## config.mk

```make
export PLATFORM = sky130hd
export DESIGN_NAME = sha1_message_digest
export DESIGN_NICKNAME = d
export VERILOG_FILES = /design/src/hdl/s1md_pkg.sv /design/src/hdl/s1md_datapath.sv /design/src/hdl/s1md_ctrl.sv /design/src/hdl/sha1_message_digest.sv
export SDC_FILE = /design/constraint.sdc
export NUM_CORES = 2
export LEC_CHECK = 0
export ABC_AREA = 1
export BUFFER_PORTS_ARGS = -buffer_cell sky130_fd_sc_hd__buf_2
export CAP_MARGIN = 20
export CELL_PAD_IN_SITES_DETAIL_PLACEMENT = 1
export CELL_PAD_IN_SITES_GLOBAL_PLACEMENT = 1
export CORE_MARGIN = 4
export CORE_UTILIZATION = 45
export DETAILED_ROUTE_END_ITERATION = 6
export GPL_ROUTABILITY_DRIVEN = 0
export GPL_TIMING_DRIVEN = 1
export PLACE_DENSITY_LB_ADDON = 0.2
export SYNTH_ARGS = -nofsm -noshare
export SYNTH_HDL_FRONTEND = slang
export SYNTH_SLANG_ARGS = --single-unit
```

## constraint.sdc

```tcl
create_clock -name aclk -period 15.5 [get_ports aclk]
set_input_delay 1.55 -clock aclk [delete_from_list [all_inputs] [get_ports aclk]]
set_output_delay 1.55 -clock aclk [all_outputs]
set_load 0.05 [all_outputs]
```

## src/hdl/s1md_pkg.sv

```systemverilog
// shared types and constants for the sha-1 digest block
`default_nettype none

package s1md_pkg;

    typedef logic [31:0] word_t;

    localparam int unsigned HASH_WORDS   = 5;
    localparam int unsigned SCHED_WORDS  = 16;
    localparam int unsigned ROUND_COUNT  = 80;
    localparam int unsigned PHASE_LEN    = 20;
    localparam logic [5:0]  LAST_POS     = 6'd63;
    localparam logic [5:0]  LEN_POS      = 6'd56;
    localparam logic [2:0]  LAST_WORD_IDX = 3'd4;
    localparam logic [7:0]  PAD_BYTE     = 8'h80;

    localparam word_t H_INIT [HASH_WORDS] = '{
        32'h67452301, 32'hEFCDAB89, 32'h98BADCFE, 32'h10325476, 32'hC3D2E1F0
    };

    localparam word_t K_CONST [4] = '{
        32'h5A827999, 32'h6ED9EBA1, 32'h8F1BBCDC, 32'hCA62C1D6
    };

    typedef enum logic [1:0] {
        BYTE_MSG,
        BYTE_PAD,
        BYTE_ZERO,
        BYTE_LEN
    } byte_sel_t;

    typedef enum logic [1:0] {
        PHASE_CH,
        PHASE_PAR1,
        PHASE_MAJ,
        PHASE_PAR2
    } phase_t;

    typedef struct packed {
        logic      init;
        logic      place;
        logic      count;
        byte_sel_t byte_sel;
        logic      round;
        phase_t    phase;
        logic      final_add;
    } dp_cmd_t;

    typedef struct packed {
        logic [5:0] pos;
    } dp_status_t;

endpackage

`default_nettype wire

```

## src/hdl/s1md_datapath.sv

```systemverilog
// sha-1 datapath: chaining words, round registers, schedule line, byte packing, bit count
`default_nettype none

module s1md_datapath (
    input  wire logic                 aclk,
    input  wire logic                 aresetn,
    input  wire logic [7:0]           msg_byte,
    input  wire s1md_pkg::dp_cmd_t    cmd,
    input  wire logic [2:0]           word_sel,
    output s1md_pkg::dp_status_t      status,
    output logic [31:0]               digest_word
);
    import s1md_pkg::*;

    word_t       h_reg [HASH_WORDS];
    word_t       h_next [HASH_WORDS];
    word_t       w_reg [SCHED_WORDS];
    word_t       w_next [SCHED_WORDS];
    word_t       a_reg, b_reg, c_reg, d_reg, e_reg;
    word_t       a_next, b_next, c_next, d_next, e_next;
    logic [23:0] acc_reg, acc_next;
    logic [5:0]  pos_reg, pos_next;
    logic [63:0] bit_count_reg, bit_count_next;

    logic [7:0]  pb;
    word_t       sched_mix, w_new, f_val, k_val, t_sum;

    always_comb begin
        case (cmd.byte_sel)
            BYTE_MSG:  pb = msg_byte;
            BYTE_PAD:  pb = PAD_BYTE;
            BYTE_ZERO: pb = 8'h00;
            BYTE_LEN:  pb = 8'(bit_count_reg >> {~pos_reg[2:0], 3'b000});
            default:   pb = 8'h00;
        endcase
    end

    assign sched_mix = w_reg[13] ^ w_reg[8] ^ w_reg[2] ^ w_reg[0];
    assign w_new     = {sched_mix[30:0], sched_mix[31]};

    always_comb begin
        case (cmd.phase)
            PHASE_CH:   f_val = (b_reg & c_reg) | (~b_reg & d_reg);
            PHASE_PAR1: f_val = b_reg ^ c_reg ^ d_reg;
            PHASE_MAJ:  f_val = (b_reg & c_reg) | (b_reg & d_reg) | (c_reg & d_reg);
            PHASE_PAR2: f_val = b_reg ^ c_reg ^ d_reg;
            default:    f_val = b_reg ^ c_reg ^ d_reg;
        endcase
        k_val = K_CONST[cmd.phase];
        t_sum = {a_reg[26:0], a_reg[31:27]} + f_val + e_reg + k_val + w_reg[0];
    end

    always_comb begin
        h_next         = h_reg;
        w_next         = w_reg;
        a_next         = a_reg;
        b_next         = b_reg;
        c_next         = c_reg;
        d_next         = d_reg;
        e_next         = e_reg;
        acc_next       = acc_reg;
        pos_next       = pos_reg;
        bit_count_next = bit_count_reg;

        if (cmd.place) begin
            pos_next = pos_reg + 6'd1;
            acc_next = {acc_reg[15:0], pb};
            if (cmd.count) begin
                bit_count_next = bit_count_reg + 64'd8;
            end
            if (pos_reg[1:0] == 2'd3) begin
                for (int i = 0; i < SCHED_WORDS - 1; i++) begin
                    w_next[i] = w_reg[i + 1];
                end
                w_next[SCHED_WORDS - 1] = {acc_reg, pb};
            end
            if (pos_reg == LAST_POS) begin
                a_next = h_reg[0];
                b_next = h_reg[1];
                c_next = h_reg[2];
                d_next = h_reg[3];
                e_next = h_reg[4];
            end
        end

        if (cmd.round) begin
            for (int i = 0; i < SCHED_WORDS - 1; i++) begin
                w_next[i] = w_reg[i + 1];
            end
            w_next[SCHED_WORDS - 1] = w_new;
            a_next = t_sum;
            b_next = a_reg;
            c_next = {b_reg[1:0], b_reg[31:2]};
            d_next = c_reg;
            e_next = d_reg;
        end

        if (cmd.final_add) begin
            h_next[0] = h_reg[0] + a_reg;
            h_next[1] = h_reg[1] + b_reg;
            h_next[2] = h_reg[2] + c_reg;
            h_next[3] = h_reg[3] + d_reg;
            h_next[4] = h_reg[4] + e_reg;
        end

        if (cmd.init) begin
            h_next         = H_INIT;
            pos_next       = '0;
            bit_count_next = '0;
        end
    end

    always_ff @(posedge aclk) begin
        if (!aresetn) begin
            h_reg         <= H_INIT;
            pos_reg       <= '0;
            bit_count_reg <= '0;
        end else begin
            h_reg         <= h_next;
            pos_reg       <= pos_next;
            bit_count_reg <= bit_count_next;
        end
    end

    // payload, no reset
    always_ff @(posedge aclk) begin
        w_reg   <= w_next;
        a_reg   <= a_next;
        b_reg   <= b_next;
        c_reg   <= c_next;
        d_reg   <= d_next;
        e_reg   <= e_next;
        acc_reg <= acc_next;
    end

    always_comb begin
        case (word_sel)
            3'd0:    digest_word = h_reg[0];
            3'd1:    digest_word = h_reg[1];
            3'd2:    digest_word = h_reg[2];
            3'd3:    digest_word = h_reg[3];
            3'd4:    digest_word = h_reg[4];
            default: digest_word = '0;
        endcase
    end

    assign status.pos = pos_reg;

endmodule

`default_nettype wire

```

## src/hdl/s1md_ctrl.sv

```systemverilog
// sha-1 controller: byte intake, padding sequence, round count, digest output
`default_nettype none

module s1md_ctrl (
    input  wire logic                  aclk,
    input  wire logic                  aresetn,
    input  wire logic                  s_valid,
    output logic                       s_ready,
    input  wire logic                  s_has_byte,
    input  wire logic                  s_is_last,
    output logic                       m_valid,
    input  wire logic                  m_ready,
    output logic [2:0]                 m_word_index,
    output logic                       m_last_word,
    output s1md_pkg::dp_cmd_t          cmd,
    input  wire s1md_pkg::dp_status_t  status
);
    import s1md_pkg::*;

    typedef enum logic [2:0] {
        ST_IDLE,
        ST_PAD80,
        ST_PADZ,
        ST_PADLEN,
        ST_ROUND,
        ST_FINAL,
        ST_OUT
    } state_t;

    state_t     state_reg, state_next;
    state_t     ret_reg, ret_next;
    logic [6:0] rnd_reg, rnd_next;
    logic [2:0] idx_reg, idx_next;
    logic       m_valid_reg, m_valid_next;
    logic       at_last_pos;

    assign at_last_pos = (status.pos == LAST_POS);

    always_comb begin
        cmd          = '0;
        cmd.byte_sel = BYTE_MSG;
        cmd.phase    = PHASE_CH;
        state_next   = state_reg;
        ret_next     = ret_reg;
        rnd_next     = rnd_reg;
        idx_next     = idx_reg;
        m_valid_next = m_valid_reg;

        if (rnd_reg < 7'(PHASE_LEN)) begin
            cmd.phase = PHASE_CH;
        end else if (rnd_reg < 7'(2 * PHASE_LEN)) begin
            cmd.phase = PHASE_PAR1;
        end else if (rnd_reg < 7'(3 * PHASE_LEN)) begin
            cmd.phase = PHASE_MAJ;
        end else begin
            cmd.phase = PHASE_PAR2;
        end

        case (state_reg)
            ST_IDLE: begin
                if (s_valid) begin
                    if (s_has_byte) begin
                        cmd.place    = 1'b1;
                        cmd.count    = 1'b1;
                        cmd.byte_sel = BYTE_MSG;
                    end
                    if (s_has_byte && at_last_pos) begin
                        state_next = ST_ROUND;
                        ret_next   = s_is_last ? ST_PAD80 : ST_IDLE;
                        rnd_next   = '0;
                    end else if (s_is_last) begin
                        state_next = ST_PAD80;
                    end
                end
            end
            ST_PAD80: begin
                cmd.place    = 1'b1;
                cmd.byte_sel = BYTE_PAD;
                if (at_last_pos) begin
                    state_next = ST_ROUND;
                    ret_next   = ST_PADZ;
                    rnd_next   = '0;
                end else begin
                    state_next = ST_PADZ;
                end
            end
            ST_PADZ: begin
                if (status.pos == LEN_POS) begin
                    state_next = ST_PADLEN;
                end else begin
                    cmd.place    = 1'b1;
                    cmd.byte_sel = BYTE_ZERO;
                    if (at_last_pos) begin
                        state_next = ST_ROUND;
                        ret_next   = ST_PADZ;
                        rnd_next   = '0;
                    end
                end
            end
            ST_PADLEN: begin
                cmd.place    = 1'b1;
                cmd.byte_sel = BYTE_LEN;
                if (at_last_pos) begin
                    state_next = ST_ROUND;
                    ret_next   = ST_OUT;
                    rnd_next   = '0;
                end
            end
            ST_ROUND: begin
                cmd.round = 1'b1;
                rnd_next  = rnd_reg + 7'd1;
                if (rnd_reg == 7'(ROUND_COUNT - 1)) begin
                    state_next = ST_FINAL;
                end
            end
            ST_FINAL: begin
                cmd.final_add = 1'b1;
                state_next    = ret_reg;
                if (ret_reg == ST_OUT) begin
                    m_valid_next = 1'b1;
                    idx_next     = '0;
                end
            end
            ST_OUT: begin
                if (m_ready) begin
                    if (idx_reg == LAST_WORD_IDX) begin
                        cmd.init     = 1'b1;
                        m_valid_next = 1'b0;
                        idx_next     = '0;
                        state_next   = ST_IDLE;
                    end else begin
                        idx_next = idx_reg + 3'd1;
                    end
                end
            end
            default: begin
                state_next = ST_IDLE;
            end
        endcase
    end

    always_ff @(posedge aclk) begin
        if (!aresetn) begin
            state_reg   <= ST_IDLE;
            ret_reg     <= ST_IDLE;
            rnd_reg     <= '0;
            idx_reg     <= '0;
            m_valid_reg <= 1'b0;
        end else begin
            state_reg   <= state_next;
            ret_reg     <= ret_next;
            rnd_reg     <= rnd_next;
            idx_reg     <= idx_next;
            m_valid_reg <= m_valid_next;
        end
    end

    assign s_ready      = (state_reg == ST_IDLE);
    assign m_valid      = m_valid_reg;
    assign m_word_index = idx_reg;
    assign m_last_word  = (idx_reg == LAST_WORD_IDX);

endmodule

`default_nettype wire

```

## src/hdl/sha1_message_digest.sv

```systemverilog
// sha-1 message digest, top level
//
//  channel | ports                                   | direction
//  --------+-----------------------------------------+----------
//  input   | s_valid s_ready s_msg_byte s_has_byte   | in
//          | s_is_last                               |
//  result  | m_valid m_ready m_digest_word           | out
//          | m_word_index m_last_word                |
//
// a byte that does not fill a block is packed into the schedule line; the 64th byte
// of a block starts the compression (one round per cycle through the round adder,
// then the chaining add). an end mark places the pad byte, any zero bytes and the
// length bytes, with up to two compressions, then the five digest words,
// one per cycle while m_ready is high.
// s_ready is low during compression, padding and digest output.
// aresetn (synchronous, active low) returns the chaining words and bit count to
// their initial values.
`default_nettype none

module sha1_message_digest (
    input  wire logic        aclk,
    input  wire logic        aresetn,
    input  wire logic        s_valid,
    output logic             s_ready,
    input  wire logic [7:0]  s_msg_byte,
    input  wire logic        s_has_byte,
    input  wire logic        s_is_last,
    output logic             m_valid,
    input  wire logic        m_ready,
    output logic [31:0]      m_digest_word,
    output logic [2:0]       m_word_index,
    output logic             m_last_word
);
    import s1md_pkg::*;

    dp_cmd_t    cmd;
    dp_status_t status;

    s1md_ctrl u_ctrl (
        .aclk         (aclk),
        .aresetn      (aresetn),
        .s_valid      (s_valid),
        .s_ready      (s_ready),
        .s_has_byte   (s_has_byte),
        .s_is_last    (s_is_last),
        .m_valid      (m_valid),
        .m_ready      (m_ready),
        .m_word_index (m_word_index),
        .m_last_word  (m_last_word),
        .cmd          (cmd),
        .status       (status)
    );

    s1md_datapath u_datapath (
        .aclk        (aclk),
        .aresetn     (aresetn),
        .msg_byte    (s_msg_byte),
        .cmd         (cmd),
        .word_sel    (m_word_index),
        .status      (status),
        .digest_word (m_digest_word)
    );

endmodule

`default_nettype wire

```

==> results_dict.tcl <==
set metrics [dict create \
    status "finished, violations left" \
    violations "design-rule violations" \
    grt_pass1_vias 44640 \
    track_usage_pct 31.29 \
    critPathMaxFanout 31 \
    routed_wl_um 194200 \
    place_ws_ps 9092 \
    min_period_ps 6217 \
    fin_nets 6490 \
    critPathRequiredTime_ps 15950 \
    grt_pass1_wl_um 284900 \
    r2r-end "u_datapath.a_reg[18]" \
    peakVddDrop_mv 0.1154 \
    fin_crit_sh_pct 40.11 \
    cp.arrival_ps 6670 \
    cts-buffers-inserted 102 \
    p_leak_nw 23.55 \
    power.share.clock_pct 26.2 \
    grt_antenna_before_repair 4 \
    cts-root-buf "clkbuf_16" \
    dieArea_sq_um 122600 \
    cts_setup_buffers 0 \
    overflow 0 \
    hold_viol_final 0 \
    synth_top_area_share_pct 39.67 \
    htreeDepth 3 \
    hold_class "register to register" \
    area_delta_synth_final_pct 10.06 \
    worstMarginPinSlew_ps 1230 \
    finalClockSkew_ps 48.57 \
    setup_viol 0 \
    synthTopCellsByArea "edfxtp_1 40%, nand2_1 11%, dfxtp_1 9.3%" \
    p_switching_w 0.003789 \
    intPower_w 0.005710 \
    fin_hold_ws_ps 405.8 \
    synth-main-ff-cell "edfxtp_1" \
    largest_reg_flops 512 \
    netlist_top_cells_count "1538 x nand2_1, 842 x inv_1, 696 x edfxtp_1, 483 x nor2_1, 480 x a21oi_1" \
    tritoncts "yes" \
    rsz0062_at_grt "no" \
    drtAntennaViolNets 0 \
    cts.sinks 940 \
    syn-num-nets 6446 \
    nFillCells 13760 \
    synth_cells 6076 \
    whs_path_depth 0 \
    synth-seq-area-share_pct 48.94 \
    crit_path_start_kind "register" \
    path_clk_slew_ps 60 \
    ios 52 \
    reg2reg_depth 25 \
    design_area_sq_um 57980 \
    worst_slack_ps 9283 \
    cts_hold_buffers 0 \
    r2r_start "u_ctrl.rnd_reg[6]" \
    cts_buffer_depth 3 \
    rrSetupSlack_ps 9280 \
    synth_top_cell_by_area "edfxtp_1" \
    max_freq_ghz 0.1608 \
    max_slew_margin_pct 17.11 \
    p_sw_share_pct 39.89 \
    powerDensity_nw_per_um2 163.8 \
    core-area_sq_um 116200 \
    cts_resized 0 \
    hp-start "u_datapath.w_reg[179]" \
    cap_violations 0 \
    drc_errors 12 \
    syn_area_sq_um 52690 \
    drt_iter0_drc 4816 \
    yosys_warnings 0 \
    worst-setup-path-type "register to register" \
    drive_above_1_share_pct 4.671 \
    via_count 44570 \
    numPortBuffers 51 \
    clk_latency_ps 730 \
    grt_max_degree 215 \
    die_h_um 350.2 \
    seqPwrFrac_pct 38.8 \
    initial_utilization_pct 45.34 \
    dr.pass1.iters 7 \
    hold_end "u_datapath.w_reg[211]" \
    hpwl_um 149700 \
    crit_path_end_kind "register" \
    row_count 125 \
    synth_cell_types 50 \
    drv_slew 0 \
    synth_edf_count 696 \
    async_reset_ff_share_pct 0 \
    combPwrFrac_pct 35.0 \
    dieWidth_um 350.2 \
    synth-seq-cells 940 \
    synth.avg_cell_area_sq_um 8.671 \
    placed_cell_area_sq_um 54540 \
    vias_per_cell 5.764 \
    wire_per_inst_um 25.11 \
    synth_most_common_cell "nand2_1" \
    setup_tns_ps 0 \
]
-- cells by family after synthesis --
logic type / Yosys count / share of synthesized area [%]
xor gates and xnor gates: 160 / 2.660
AOI/OAI and AO/OA: 1054 / 10.83
adders and majority gates: 356 / 10.24
DFF: 940 / 48.94
buffers and inverters: 994 / 7.198
and+or+nand+nor: 2572 / 20.13
-- critical path, cell delays in order, from the launching register on --
cell      delay [ps]
dfxtp_1          380
nor2_1           130
nand3_1           70
buf_4            240
inv_2            410
nor2_1           170
inv_2            500
o221ai_1         230
fa_1             520
inv_1             50
fa_1             530
inv_1             60
fa_1             500
inv_1             40
ha_1             360
nand2_1          100
o21ai_0          610
nand2_1          100
nand2_1          240
nand3_1          100
nand2_1          160
nand2_1           90
nand2_1           80
nand2_1           50
nand3_1           70
nand2_1           50
-- worst max path at each step --
stage	cells after the start	slack (ps)	end	start
after floorplan	6	1320	u_datapath.w_reg[0]	s_valid
after global placement	10	9300	u_datapath.w_reg[432]	s_valid
after detailed placement	10	9090	u_datapath.w_reg[183]	s_valid
after CTS	11	9100	u_datapath.w_reg[407]	u_datapath.status[0]
after global routing	11	8850	u_datapath.w_reg[407]	u_datapath.status[0]
final	25	9280	u_datapath.a_reg[18]	u_ctrl.rnd_reg[6]
-- per-layer routing --
| layer | wire, um | part of all wire [%] | vias to the layer above | GRT usage (%) |
|---|---|---|---|---|
| met3 | 18830 | 9.7 | 376 | 7.481 |
| li1 | - | - | 20270 | - |
| met1 | 83980 | 43 | 22170 | 44.01 |
| met5 | 27 | 0.014 | - | 0 |
| met4 | 8753 | 4.5 | 4 | 12.69 |
| met2 | 82590 | 43 | 1756 | 46.63 |
-- through the flow --
stage               total power (W)  utilization (%)  cells
floorplan                  0.006004                -   6076
global placement           0.006774            46.94   7538
detailed placement         0.006928            46.94   7538
CTS                        0.009459            49.87   7730
global route               0.009997            49.90   7732
finish                     0.009498            49.90   7733
-- cell usage in the layout, fill, tap and decap left out, types with 7 or more instances in the layout --
cell type,n
clkbuf_16,106
ha_1,231
o22ai_1,21
o21ai_0,399
clkbuf_1,26
nand3b_1,21
or2_2,19
clkinv_2,17
buf_4,29
o21a_1,9
a211oi_1,10
o221ai_1,14
o21bai_1,38
edfxtp_1,696
clkinvlp_4,7
clkinv_1,10
clkbuf_8,8
inv_2,7
o211ai_1,21
a31oi_1,14
buf_2,51
nor3b_1,7
nor2_1,482
nand3_1,306
nand2_1,1535
nor3_1,91
xnor2_1,96
dfxtp_1,244
inv_1,840
a21oi_1,480
nand4_1,71
xor2_1,64
fa_1,125
nor4_1,12
a221oi_1,24
-- power by group through the flow --
stage                     Clock [W]  Sequential (W)  Combinational, W
after floorplan                   0         0.00377           0.00223
after global placement            0         0.00368           0.00309
after detailed placement          0         0.00372           0.00321
after CTS                   0.00254         0.00367           0.00325
after global routing        0.00264         0.00371           0.00365
final                       0.00249         0.00369           0.00332
-- final cells by class --
| cell class | count | area (sq um) | share of cell area [%] |
|---|---|---|---|
| Inverter | 851 | 3207 | 5.531 |
| Tap cell | 1524 | 1907 | 3.289 |
| Antenna cell | 1 | 2.502 | 0.004316 |
| Multi-Input combinational cell | 4142 | 23150 | 39.93 |
| Sequential cell | 940 | 25780 | 44.47 |
| Clock buffer | 140 | 2860 | 4.933 |
| Clock inverter | 52 | 543.0 | 0.9365 |
| Timing Repair Buffer | 83 | 528.0 | 0.9106 |
Power figures use the tool's default switching activity.
